$ cat config.mk
export PLATFORM = sky130hd
export DESIGN_NAME = deque_with_search
export DESIGN_NICKNAME = d
export VERILOG_FILES = /design/src/sv/dws_pkg.sv /design/src/sv/dws_ram.sv /design/src/sv/deque_with_search.sv
export SDC_FILE = /design/constraint.sdc
export NUM_CORES = 1
export LEC_CHECK = 0
export ABC_AREA = 1
export BUFFER_PORTS_ARGS = -buffer_cell sky130_fd_sc_hd__buf_2
export CAP_MARGIN = 20
export CORE_ASPECT_RATIO = 1.2
export CORE_UTILIZATION = 55
export DETAILED_ROUTE_END_ITERATION = 10
export PLACE_DENSITY = 0.72
export RECOVER_POWER = 50
export REMOVE_ABC_BUFFERS = 1
export SYNTH_ARGS = -nofsm -noshare
export SYNTH_HDL_FRONTEND = slang
export SYNTH_SLANG_ARGS = --single-unit
$ cat constraint.sdc
create_clock -name aclk -period 5.54 [get_ports aclk]
set_input_delay 0 -clock aclk [delete_from_list [all_inputs] [get_ports aclk]]
set_output_delay 0 -clock aclk [all_outputs]
set_load 0.03 [all_outputs]
$ cat src/sv/dws_pkg.sv
package dws_pkg;

    localparam int CAPACITY_DEF = 16;
    localparam int FUNC_W       = 3;
    localparam int VALUE_W      = 32;
    localparam int STATUS_W     = 2;
    localparam int POS_W        = 5;

    typedef enum logic [FUNC_W-1:0] {
        FN_PUSH_FRONT = 3'd0,
        FN_PUSH_BACK  = 3'd1,
        FN_POP_FRONT  = 3'd2,
        FN_POP_BACK   = 3'd3,
        FN_SEARCH     = 3'd4,
        FN_READOUT    = 3'd5
    } func_t;

    typedef enum logic [STATUS_W-1:0] {
        ST_OK        = 2'd0,
        ST_EMPTY     = 2'd1,
        ST_FULL      = 2'd2,
        ST_NOT_FOUND = 2'd3
    } status_t;

endpackage

$ cat src/sv/dws_ram.sv
module dws_ram #(
    parameter int WIDTH = 32,
    parameter int DEPTH = 16
) (
    input  logic                     aclk,
    input  logic                     we,
    input  logic [$clog2(DEPTH)-1:0] waddr,
    input  logic [WIDTH-1:0]         wdata,
    input  logic                     re,
    input  logic [$clog2(DEPTH)-1:0] raddr,
    output logic [WIDTH-1:0]         rdata
);

    logic [WIDTH-1:0] mem [DEPTH];
    logic [WIDTH-1:0] rdata_reg;

    always_ff @(posedge aclk) begin
        if (we) begin
            mem[waddr] <= wdata;
        end
        if (re) begin
            rdata_reg <= mem[raddr];
        end
    end

    assign rdata = rdata_reg;

endmodule

$ cat src/sv/deque_with_search.sv
// Channel | Direction | Ports                                        | Handshake
// input   | in        | s_func, s_value                              | s_valid / s_ready
// result  | out       | m_status, m_position, m_data, m_last         | m_valid / m_ready
//
// Push, pop and unused codes give their beat in the next cycle.
// Search and read-out step the element memory one entry per cycle, while the result
// channel is free, through its registered read port.
// Reset (aresetn low, synchronous) empties the list; the memory is not cleared.
// A stalled result beat holds the scan and blocks new input beats.
module deque_with_search #(
    parameter int CAPACITY = dws_pkg::CAPACITY_DEF
) (
    input  logic                           aclk,
    input  logic                           aresetn,
    input  logic                           s_valid,
    output logic                           s_ready,
    input  logic [dws_pkg::FUNC_W-1:0]     s_func,
    input  logic signed [dws_pkg::VALUE_W-1:0] s_value,
    output logic                           m_valid,
    input  logic                           m_ready,
    output logic [dws_pkg::STATUS_W-1:0]   m_status,
    output logic [dws_pkg::POS_W-1:0]      m_position,
    output logic signed [dws_pkg::VALUE_W-1:0] m_data,
    output logic                           m_last
);
    import dws_pkg::*;

    localparam int IW = $clog2(CAPACITY);
    localparam int CW = $clog2(CAPACITY + 1);
    localparam int SW = IW + 1;

    typedef enum logic [1:0] {
        S_IDLE = 2'b01,
        S_SCAN = 2'b10
    } state_t;

    function automatic logic [IW-1:0] ptr_inc(input logic [IW-1:0] p);
        ptr_inc = (p == IW'(CAPACITY - 1)) ? '0 : p + IW'(1);
    endfunction

    function automatic logic [IW-1:0] ptr_dec(input logic [IW-1:0] p);
        ptr_dec = (p == '0) ? IW'(CAPACITY - 1) : p - IW'(1);
    endfunction

    state_t              state_reg, state_next;
    logic [IW-1:0]       front_reg, front_next;
    logic [CW-1:0]       count_reg, count_next;
    logic                search_reg, search_next;
    logic [VALUE_W-1:0]  key_reg, key_next;
    logic [CW-1:0]       rd_idx_reg, rd_idx_next;
    logic [IW-1:0]       rd_ptr_reg, rd_ptr_next;
    logic                pv_reg, pv_next;
    logic [IW-1:0]       pidx_reg, pidx_next;

    logic                m_valid_reg, m_valid_next;
    logic [STATUS_W-1:0] m_status_reg;
    logic [POS_W-1:0]    m_position_reg;
    logic [VALUE_W-1:0]  m_data_reg;
    logic                m_last_reg;

    logic                out_free;
    logic                accept;
    logic                ld;
    status_t             ld_status;
    logic [POS_W-1:0]    ld_pos;
    logic [VALUE_W-1:0]  ld_data;
    logic                ld_last;

    logic                ram_we;
    logic [IW-1:0]       ram_waddr;
    logic                ram_re;
    logic [VALUE_W-1:0]  ram_rdata;

    logic [SW-1:0]       back_sum;
    logic [IW-1:0]       back_ptr;
    logic                pidx_last;
    logic                done;
    logic                full;
    logic                empty;

    dws_ram #(
        .WIDTH(VALUE_W),
        .DEPTH(CAPACITY)
    ) u_ram (
        .aclk (aclk),
        .we   (ram_we),
        .waddr(ram_waddr),
        .wdata(s_value),
        .re   (ram_re),
        .raddr(rd_ptr_reg),
        .rdata(ram_rdata)
    );

    assign out_free = !m_valid_reg || m_ready;
    assign s_ready  = (state_reg == S_IDLE) && out_free;
    assign accept   = s_valid && s_ready;
    assign full     = (count_reg == CW'(CAPACITY));
    assign empty    = (count_reg == '0);

    assign back_sum  = SW'(front_reg) + SW'(count_reg);
    assign back_ptr  = (back_sum >= SW'(CAPACITY)) ? IW'(back_sum - SW'(CAPACITY))
                                                   : IW'(back_sum);
    assign pidx_last = ((CW'(pidx_reg) + CW'(1)) == count_reg);

    always_comb begin
        state_next  = state_reg;
        front_next  = front_reg;
        count_next  = count_reg;
        search_next = search_reg;
        key_next    = key_reg;
        rd_idx_next = rd_idx_reg;
        rd_ptr_next = rd_ptr_reg;
        pv_next     = pv_reg;
        pidx_next   = pidx_reg;
        ram_we      = 1'b0;
        ram_waddr   = back_ptr;
        ram_re      = 1'b0;
        ld          = 1'b0;
        ld_status   = ST_OK;
        ld_pos      = '0;
        ld_data     = '0;
        ld_last     = 1'b1;
        done        = 1'b0;

        case (state_reg)
            S_IDLE: begin
                if (accept) begin
                    ld = 1'b1;
                    case (func_t'(s_func))
                        FN_PUSH_FRONT: begin
                            if (full) begin
                                ld_status = ST_FULL;
                            end else begin
                                front_next = ptr_dec(front_reg);
                                ram_we     = 1'b1;
                                ram_waddr  = ptr_dec(front_reg);
                                count_next = count_reg + CW'(1);
                            end
                        end
                        FN_PUSH_BACK: begin
                            if (full) begin
                                ld_status = ST_FULL;
                            end else begin
                                ram_we     = 1'b1;
                                count_next = count_reg + CW'(1);
                            end
                        end
                        FN_POP_FRONT: begin
                            if (empty) begin
                                ld_status = ST_EMPTY;
                            end else begin
                                front_next = ptr_inc(front_reg);
                                count_next = count_reg - CW'(1);
                            end
                        end
                        FN_POP_BACK: begin
                            if (empty) begin
                                ld_status = ST_EMPTY;
                            end else begin
                                count_next = count_reg - CW'(1);
                            end
                        end
                        FN_SEARCH, FN_READOUT: begin
                            if (empty) begin
                                ld_status = (s_func == FN_SEARCH) ? ST_NOT_FOUND : ST_EMPTY;
                            end else begin
                                ld          = 1'b0;
                                state_next  = S_SCAN;
                                search_next = (s_func == FN_SEARCH);
                                key_next    = s_value;
                                rd_idx_next = '0;
                                rd_ptr_next = front_reg;
                                pv_next     = 1'b0;
                            end
                        end
                        default: begin
                            ld_status = ST_OK;
                        end
                    endcase
                end
            end
            S_SCAN: begin
                if (out_free) begin
                    if (pv_reg) begin
                        if (search_reg) begin
                            if (ram_rdata == key_reg) begin
                                ld     = 1'b1;
                                ld_pos = POS_W'(CW'(pidx_reg) + CW'(1));
                                done   = 1'b1;
                            end else if (pidx_last) begin
                                ld        = 1'b1;
                                ld_status = ST_NOT_FOUND;
                                done      = 1'b1;
                            end
                        end else begin
                            ld      = 1'b1;
                            ld_data = ram_rdata;
                            ld_last = pidx_last;
                            done    = pidx_last;
                        end
                    end
                    if (done) begin
                        state_next = S_IDLE;
                        pv_next    = 1'b0;
                    end else if (rd_idx_reg < count_reg) begin
                        ram_re      = 1'b1;
                        pv_next     = 1'b1;
                        pidx_next   = rd_idx_reg[IW-1:0];
                        rd_idx_next = rd_idx_reg + CW'(1);
                        rd_ptr_next = ptr_inc(rd_ptr_reg);
                    end else begin
                        pv_next = 1'b0;
                    end
                end
            end
            default: begin
                state_next = S_IDLE;
            end
        endcase
    end

    assign m_valid_next = ld ? 1'b1 : (m_ready ? 1'b0 : m_valid_reg);

    always_ff @(posedge aclk) begin
        if (!aresetn) begin
            state_reg   <= S_IDLE;
            front_reg   <= '0;
            count_reg   <= '0;
            pv_reg      <= 1'b0;
            m_valid_reg <= 1'b0;
        end else begin
            state_reg   <= state_next;
            front_reg   <= front_next;
            count_reg   <= count_next;
            pv_reg      <= pv_next;
            m_valid_reg <= m_valid_next;
        end
    end

    always_ff @(posedge aclk) begin
        search_reg <= search_next;
        key_reg    <= key_next;
        rd_idx_reg <= rd_idx_next;
        rd_ptr_reg <= rd_ptr_next;
        pidx_reg   <= pidx_next;
        if (ld) begin
            m_status_reg   <= ld_status;
            m_position_reg <= ld_pos;
            m_data_reg     <= ld_data;
            m_last_reg     <= ld_last;
        end
    end

    assign m_valid    = m_valid_reg;
    assign m_status   = m_status_reg;
    assign m_position = m_position_reg;
    assign m_data     = m_data_reg;
    assign m_last     = m_last_reg;

endmodule

==> Word-level counts from Yosys, hierarchy flattened <==
Memories as Yosys holds them, arrays and structs flattened. A register that Yosys moved wholly into a read port is not among the register bits.
Index checks and enable logic that the tools add are counted.
{ "classes": {"n_mux": 76, "reduce_logical": 23, "addsub": 9, "magnitude_cmp": 2, "n_eq_ne": 23, "bitwise_logic": 5} }
{ "ops": {"columns": ["cell", "count"], "rows": [
  ["$mux W4", 16],
  ["$mux W5", 8],
  ["$eq A32 B32 Y1", 1],
  ["$mux W1", 29],
  ["$mux W2", 14],
  ["$reduce_and A5 Y1", 5],
  ["$ne A2 B2 Y1 const B", 10],
  ["$pmux W5 S2", 2],
  ["$pmux W4 S2", 2],
  ["$add A5 B1 Y5 const B", 2],
  ["$add A4 B1 Y4 const B", 2],
  ["$eq A4 B4 Y1 const B", 2],
  ["$pmux W2 S2", 2],
  ["$reduce_and A4 Y1", 2],
  ["$reduce_bool A2 Y1", 4],
  ["$sub A4 B1 Y4 const B", 2],
  ["$reduce_and A7 Y1", 1],
  ["$eq A3 B2 Y1 const B", 2],
  ["$eq A3 B3 Y1 const B", 2],
  ["$pmux W2 S3", 1],
  ["$reduce_or A2 Y1", 3],
  ["$add A4 B1 Y5 const B", 1],
  ["$add A4 B5 Y5", 1],
  ["$eq A5 B5 Y1", 1],
  ["17 further kinds", 23]
]} }
{ "word_totals": {"ramBits": 512, "word_cells": 153, "mem_count": 1, "output_inout_bits": 42, "ff_bits": 99, "in_bits": 39} }
{ "mem_list": {"columns": ["memory", "words", "word_bits", "read_ports", "rd_ports_with_merged_regs", "write_ports", "line_no", "rtl"], "rows": [
  ["u_ram.mem", 16, 32, 1, 1, 1, "dws_ram.sv:14", "logic [WIDTH-1:0] mem [DEPTH];"]
]} }

==> Longest topological paths before layout <==
{ "depth": {"ltp_word": 11, "depth_mapped": 15, "mapped_depth_nobuf": 15} }

==> By module <==
Synthesis repeated with hierarchy kept, for this count alone.
{ "hier_totals": {"cells_unflattened": 2614, "hier_area_um2": 27973.1} }
{ "by_module_without_submodules": {"columns": ["module", "cells_each", "seq_area_each_um2", "area_per_inst_um2", "n_inst"], "rows": [
  ["dws_ram", 2120, 16335.7, 23064.6, 1],
  ["deque_with_search", 494, 2842.7, 4908.5, 1]
]} }

==> Worst setup path before layout <==
OpenSTA, ideal clock, no wires.
{ "synth_path": {"path_kind": "register to register", "start": "register pidx_reg[0]", "end": "register u_ram.rdata_reg[0], in the netlist u_ram.rdata[0], read port of u_ram.mem (enable)", "path_stages_with_launch": 12, "path_slack_ps": 1540, "setup_ps": 461, "arrival_ps": 3539, "path_buffers": 0, "period_less_slack_ps": 4000, "required_ps": 5079, "path_cell_list": "edfxtp_1 ha_1 inv_1 nand2_1 nand2_1 xor2_1 nor3_1 nand3_1 nand2_1 nand2_1 nand2_1 nor3_1"} }
{ "synth_via": {"elab_chain_cells": 11} }
{ "synth_lines": {"columns": ["element", "line_no", "rtl"], "rows": [
  ["from (decl)", "deque_with_search.sv:53", "logic [IW-1:0] pidx_reg, pidx_next;"],
  ["from (signal assigned)", "deque_with_search.sv:245", "pidx_reg <= pidx_next;"],
  ["$add A4 B1 Y5 (*)", "deque_with_search.sv:103", "assign pidx_last = ((CW'(pidx_reg) + CW'(1)) == count_reg);"],
  ["$eq A5 B5 Y1 (*)", "deque_with_search.sv:103", null],
  ["$mux W1", "deque_with_search.sv:190", "end else if (pidx_last) begin"],
  ["$mux W1", "deque_with_search.sv:186", "if (ram_rdata == key_reg) begin"],
  ["$mux W1 (*)", "deque_with_search.sv:185", "if (search_reg) begin"],
  ["$mux W1 (*)", "deque_with_search.sv:184", "if (pv_reg) begin"],
  ["$mux W1 (*)", "deque_with_search.sv:183", "if (out_free) begin"],
  ["$mux W1 (*)", "deque_with_search.sv:125", "case (state_reg)"],
  ["$mux W1 (*)", "deque_with_search.sv:202", "if (done) begin"],
  ["$mux W1 (*)", "deque_with_search.sv:183", null],
  ["$mux W1 (*)", "deque_with_search.sv:125", null],
  ["named net ram_re", "deque_with_search.sv:71", "logic ram_re;"],
  ["to (decl)", "dws_ram.sv:15", "logic [WIDTH-1:0] rdata_reg;"]
]} }
The timed path passes the listed nets; every way through them passes the cells marked *. The select of a mux whose other input is x is not followed.
A chain may end at the register's enable or synchronous reset.

==> Worst setup path after layout <==
{ "layout_path": {"start": "register state_reg[1]", "end": "register state_reg[0]"} }
{ "layout_via": {"elab_chain_cells": 5, "elab_cells_between_ends": 11, "classes_between": "7 x eq/ne; 1 x mux; 3 x reduce/logical"} }
{ "layout_lines": {"columns": ["element", "line_no", "rtl"], "rows": [
  ["from (decl)", "deque_with_search.sv:45", "state_t state_reg, state_next;"],
  ["from (signal assigned)", "deque_with_search.sv:232", "state_reg <= state_next;"],
  ["$eq A2 B1 Y1", "deque_with_search.sv:95, deque_with_search.sv:125", null],
  ["$logic_and A1 B1 Y1", "deque_with_search.sv:95", "assign s_ready = (state_reg == S_IDLE) && out_free;"],
  ["$logic_and A1 B1 Y1", "deque_with_search.sv:96", "assign accept = s_valid && s_ready;"],
  ["$ne A2 B2 Y1 (no source line)", null, null],
  ["$reduce_and A5 Y1 (no source line)", null, null]
]} }
Several ways; a longest one is shown, not always the timed one.

==> summary.md <==
| Metric | Value |
|---|---|
| CTS-repair resized insts | 0 |
| Async set-reset flop share out of synthesis | 0% |
| Synth warn | 0 |
| Place WS | 2.26 ns |
| Worst rel slew slack | -102% |
| Commonest non-fill, non-tap cell in the layout | edfxtp_1 |
| Number of global-route vias before repair | 16000 |
| CTS H-tree depth | 2 |
| Worst-skew pair later-pin latency | 0.63 ns |
| DP Wirelength | 33200 um |
| # diodes | 0 |
| Post-layout util | 63.1% |
| CP max FO | 34 |
| Synth Cell Area | 25500 um2 |
| Met3 Track Usage GR | 4.88% |
| Setup crit start kind | flop |
| Max_cap viols | 3 |
| Post-CTS setup buffers | 0 |
| Clock transition at path regs | 0.07 ns |
| Sw frac | 28.1% |
| Pin count of the biggest net entering global routing | 259 |
| TritonCTS clock tree | yes |
| Critical path class | flop to flop |
| Critical path capture point type | flop |
| GRT Max-Usage Layer | met2 |
| IO Count | 81 |
| Fillers | 3411 |
| Initial antenna violation count | 1 |
| Initial DRC count | 1593 |
| Final Hold Violating Endpoints | 0 |
| RSZ-0062 raised after global routing | no |
| Die ar. | 47300 um2 |
| Max Clock Skew | 0.0244 ns |
| R2r startpoint | state_reg[1] |
| Slew @ Worst Pin | 3.03 ns |
| Commonest cells after routing, fill and taps aside | edfxtp_1 (630), nand2_1 (315), nor2_1 (192) |
| CP Capture Point | state_reg[0] |
| Power density over the cells | 407 nW/um2 |
| M2 GR Usage | 43.0% |
| VDD IR max | 251 uV |
| Cell Int Power | 8.47 mW |
| P&R area growth vs syn | 13.2% |
| NetSw | 3.31 mW |
| Setup ws final | 1.41 ns |
| Sink Count | 643 |
| Vias per inst | 6.04 |
| Main synth FF type | edfxtp_1 |
| Via count | 16400 |
| Row count | 86 |
| Syn_area_per_cell | 13.2 um2 |
| Cells after synthesis | 1936 |
| Yosys cell types | 42 |
| Endpoints failing setup | 0 |
| NumNets Final | 2105 |
| TritonCTS buffer count | 59 |
| Clock Path Buffers | 3 |
| Flops & latches, synth | 643 |
| FF-to-FF End | state_reg[0] |
| Horiz. Die Dim | 199 um |
| Pre-antenna DRT Iters | 7 |
| Met1 Resource Use GR | 36.7% |
| CTS root buffer | clkbuf_16 |
| Max reg flops | 512 |
| Die Y | 238 um |
| GPL Wtd Cong | 0.972 |
| Layout cells sized above 1 | 8.02% |
| Outcome | complete, but fails checks |
| Routed Antenna Nets | 0 |
| Comb power frac | 16.9% |
| Crit path launch | state_reg[1] |
| Final max-slew violation count | 327 |
| Sequential area share after synthesis | 75.1% |
| Clock Power Share | 34.9% |
| Remaining DRCs | 0 |
| Fin crit period | 4.13 ns |
| Initial core utilization | 55.7% |
| LEAKAGE | 9.77 nW |
| Most flop-heavy register | u_ram.mem |
| Reg2Reg Depth | 14 |
| F_max | 242 MHz |
| Global-route wire length before repair | 94900 um |
| Core outline area | 45800 um2 |
| WL final | 63300 um |
| Grt total ovfl | 0 |
| DR WL/cell | 23.3 um |
| GRT Util Overall | 27.4% |
| Setup slack, reg-to-reg | 1.41 ns |
| Failing checks | max-capacitance violations, max-slew violations |
| Hold/Removal Path Class | input port to flop |
| Number of synthesized flops with an enable pin | 630 |
| Sequential Power Share | 48.2% |
| Req. time, crit path | 6.04 ns |
| CP arrival | 4.63 ns |
| I/O Buffers | 80 |
| Final worst-path cycle share | 74.6% |
-- stage by stage --
stage | area, um2 | TNS [ns] | std cells | power (mW) | hold WS (ns)
after global routing | 28900 | 0 | 2712 | 12.2 | 0.245
after global placement | 26700 | 0 | 2562 | 7.70 | 0.282
after floorplan | 25100 | -97.99 | 1835 | 7.03 | 0.0687
final | 28900 | 0 | 2712 | 11.8 | 0.238
after detailed placement | 26700 | 0 | 2562 | 7.75 | 0.285
after CTS | 29100 | 0 | 2712 | 11.8 | 0.191
-- final cells by class --
class                   instances  area, um2  area share (%)
clock buffers                  76       1560            5.40
clock inverters                35        399            1.38
inverters                      92        350            1.21
multi-input cells            1100       5720            19.8
flip-flops and latches        643      19200            66.3
well taps                     616        771            2.67
repair buffers                150        935            3.23
-- power groups by stage --
stage	clock network (mW)	registers [mW]	logic, mW
final	4.11	5.68	1.99
after global routing	4.32	5.70	2.16
after CTS	4.14	5.68	2.00
after detailed placement	0	5.78	1.97
after global placement	0	5.78	1.93
after floorplan	0	6.01	1.02
-- worst min path at each step --
stage,end,startpoint,depth (start not counted)
2_1_floorplan,state_reg[0],aresetn,1
3_3_place_gp,state_reg[0],aresetn,2
3_5_place_dp,state_reg[0],aresetn,2
4_1_cts,state_reg[0],aresetn,3
5_1_grt,state_reg[0],aresetn,3
6_report,state_reg[0],aresetn,3
-- cell usage after synthesis, drive strengths merged (2+ instances only) --
cell,instances,area [um2]
nor3,9,55.1
o22ai,40,250
nand3,77,418
buf,36,171
or2,6,40.0
clkinv,2,7.51
edfxtp,630,18900
dfxtp,13,260
clkbuf,65,244
a221oi,36,315
o21ai,183,923
nor2,212,808
ha,18,225
xnor2,23,201
a21oi,98,490
o221ai,27,236
inv,90,338
fa,2,40.0
xor2,11,96.3
nand4,32,215
nand2,316,1190
o211ai,4,35.0
-- what timing repair did --
item                                    CTS  global route
endpoints found under the setup margin    0             0
endpoints found under the hold margin   560             0
hold buffers                             39             0
-- worst max-delay path, cell delays in order (launching register included) --
cell	delay, ns
dfxtp_1	0.33
inv_1	0.07
ha_1	0.21
inv_1	0.10
nor2_4	0.12
nand2_1	0.11
inv_2	0.15
o21ai_1	0.14
nor2_4	0.09
clkbuf_1	2.14
nor2_1	0.05
nor2_1	0.24
nand3_1	0.13
nand2_1	0.08
nand2_1	0.04
-- kinds of logic (layout without fill, tap and decap cells) --
logic type                 count (synthesis)  count (layout)  share of synthesized area, %
and+or+nand+nor                          654             654                          10.8
DFF                                      643             643                          75.1
AOI/OAI and AO/OA                        392             392                          8.96
buffers and inverters                    193             353                          2.98
xor gates and xnor gates                  34              34                          1.17
adders and majority gates                 20              20                          1.04
-- layer usage --
metal  vias up  wire, um
met3       199      5370
met4         2      3070
li1       7293         -
met2       906     30200
met5         -        15
met1      7972     24700
(Power assumes the default switching activity.)
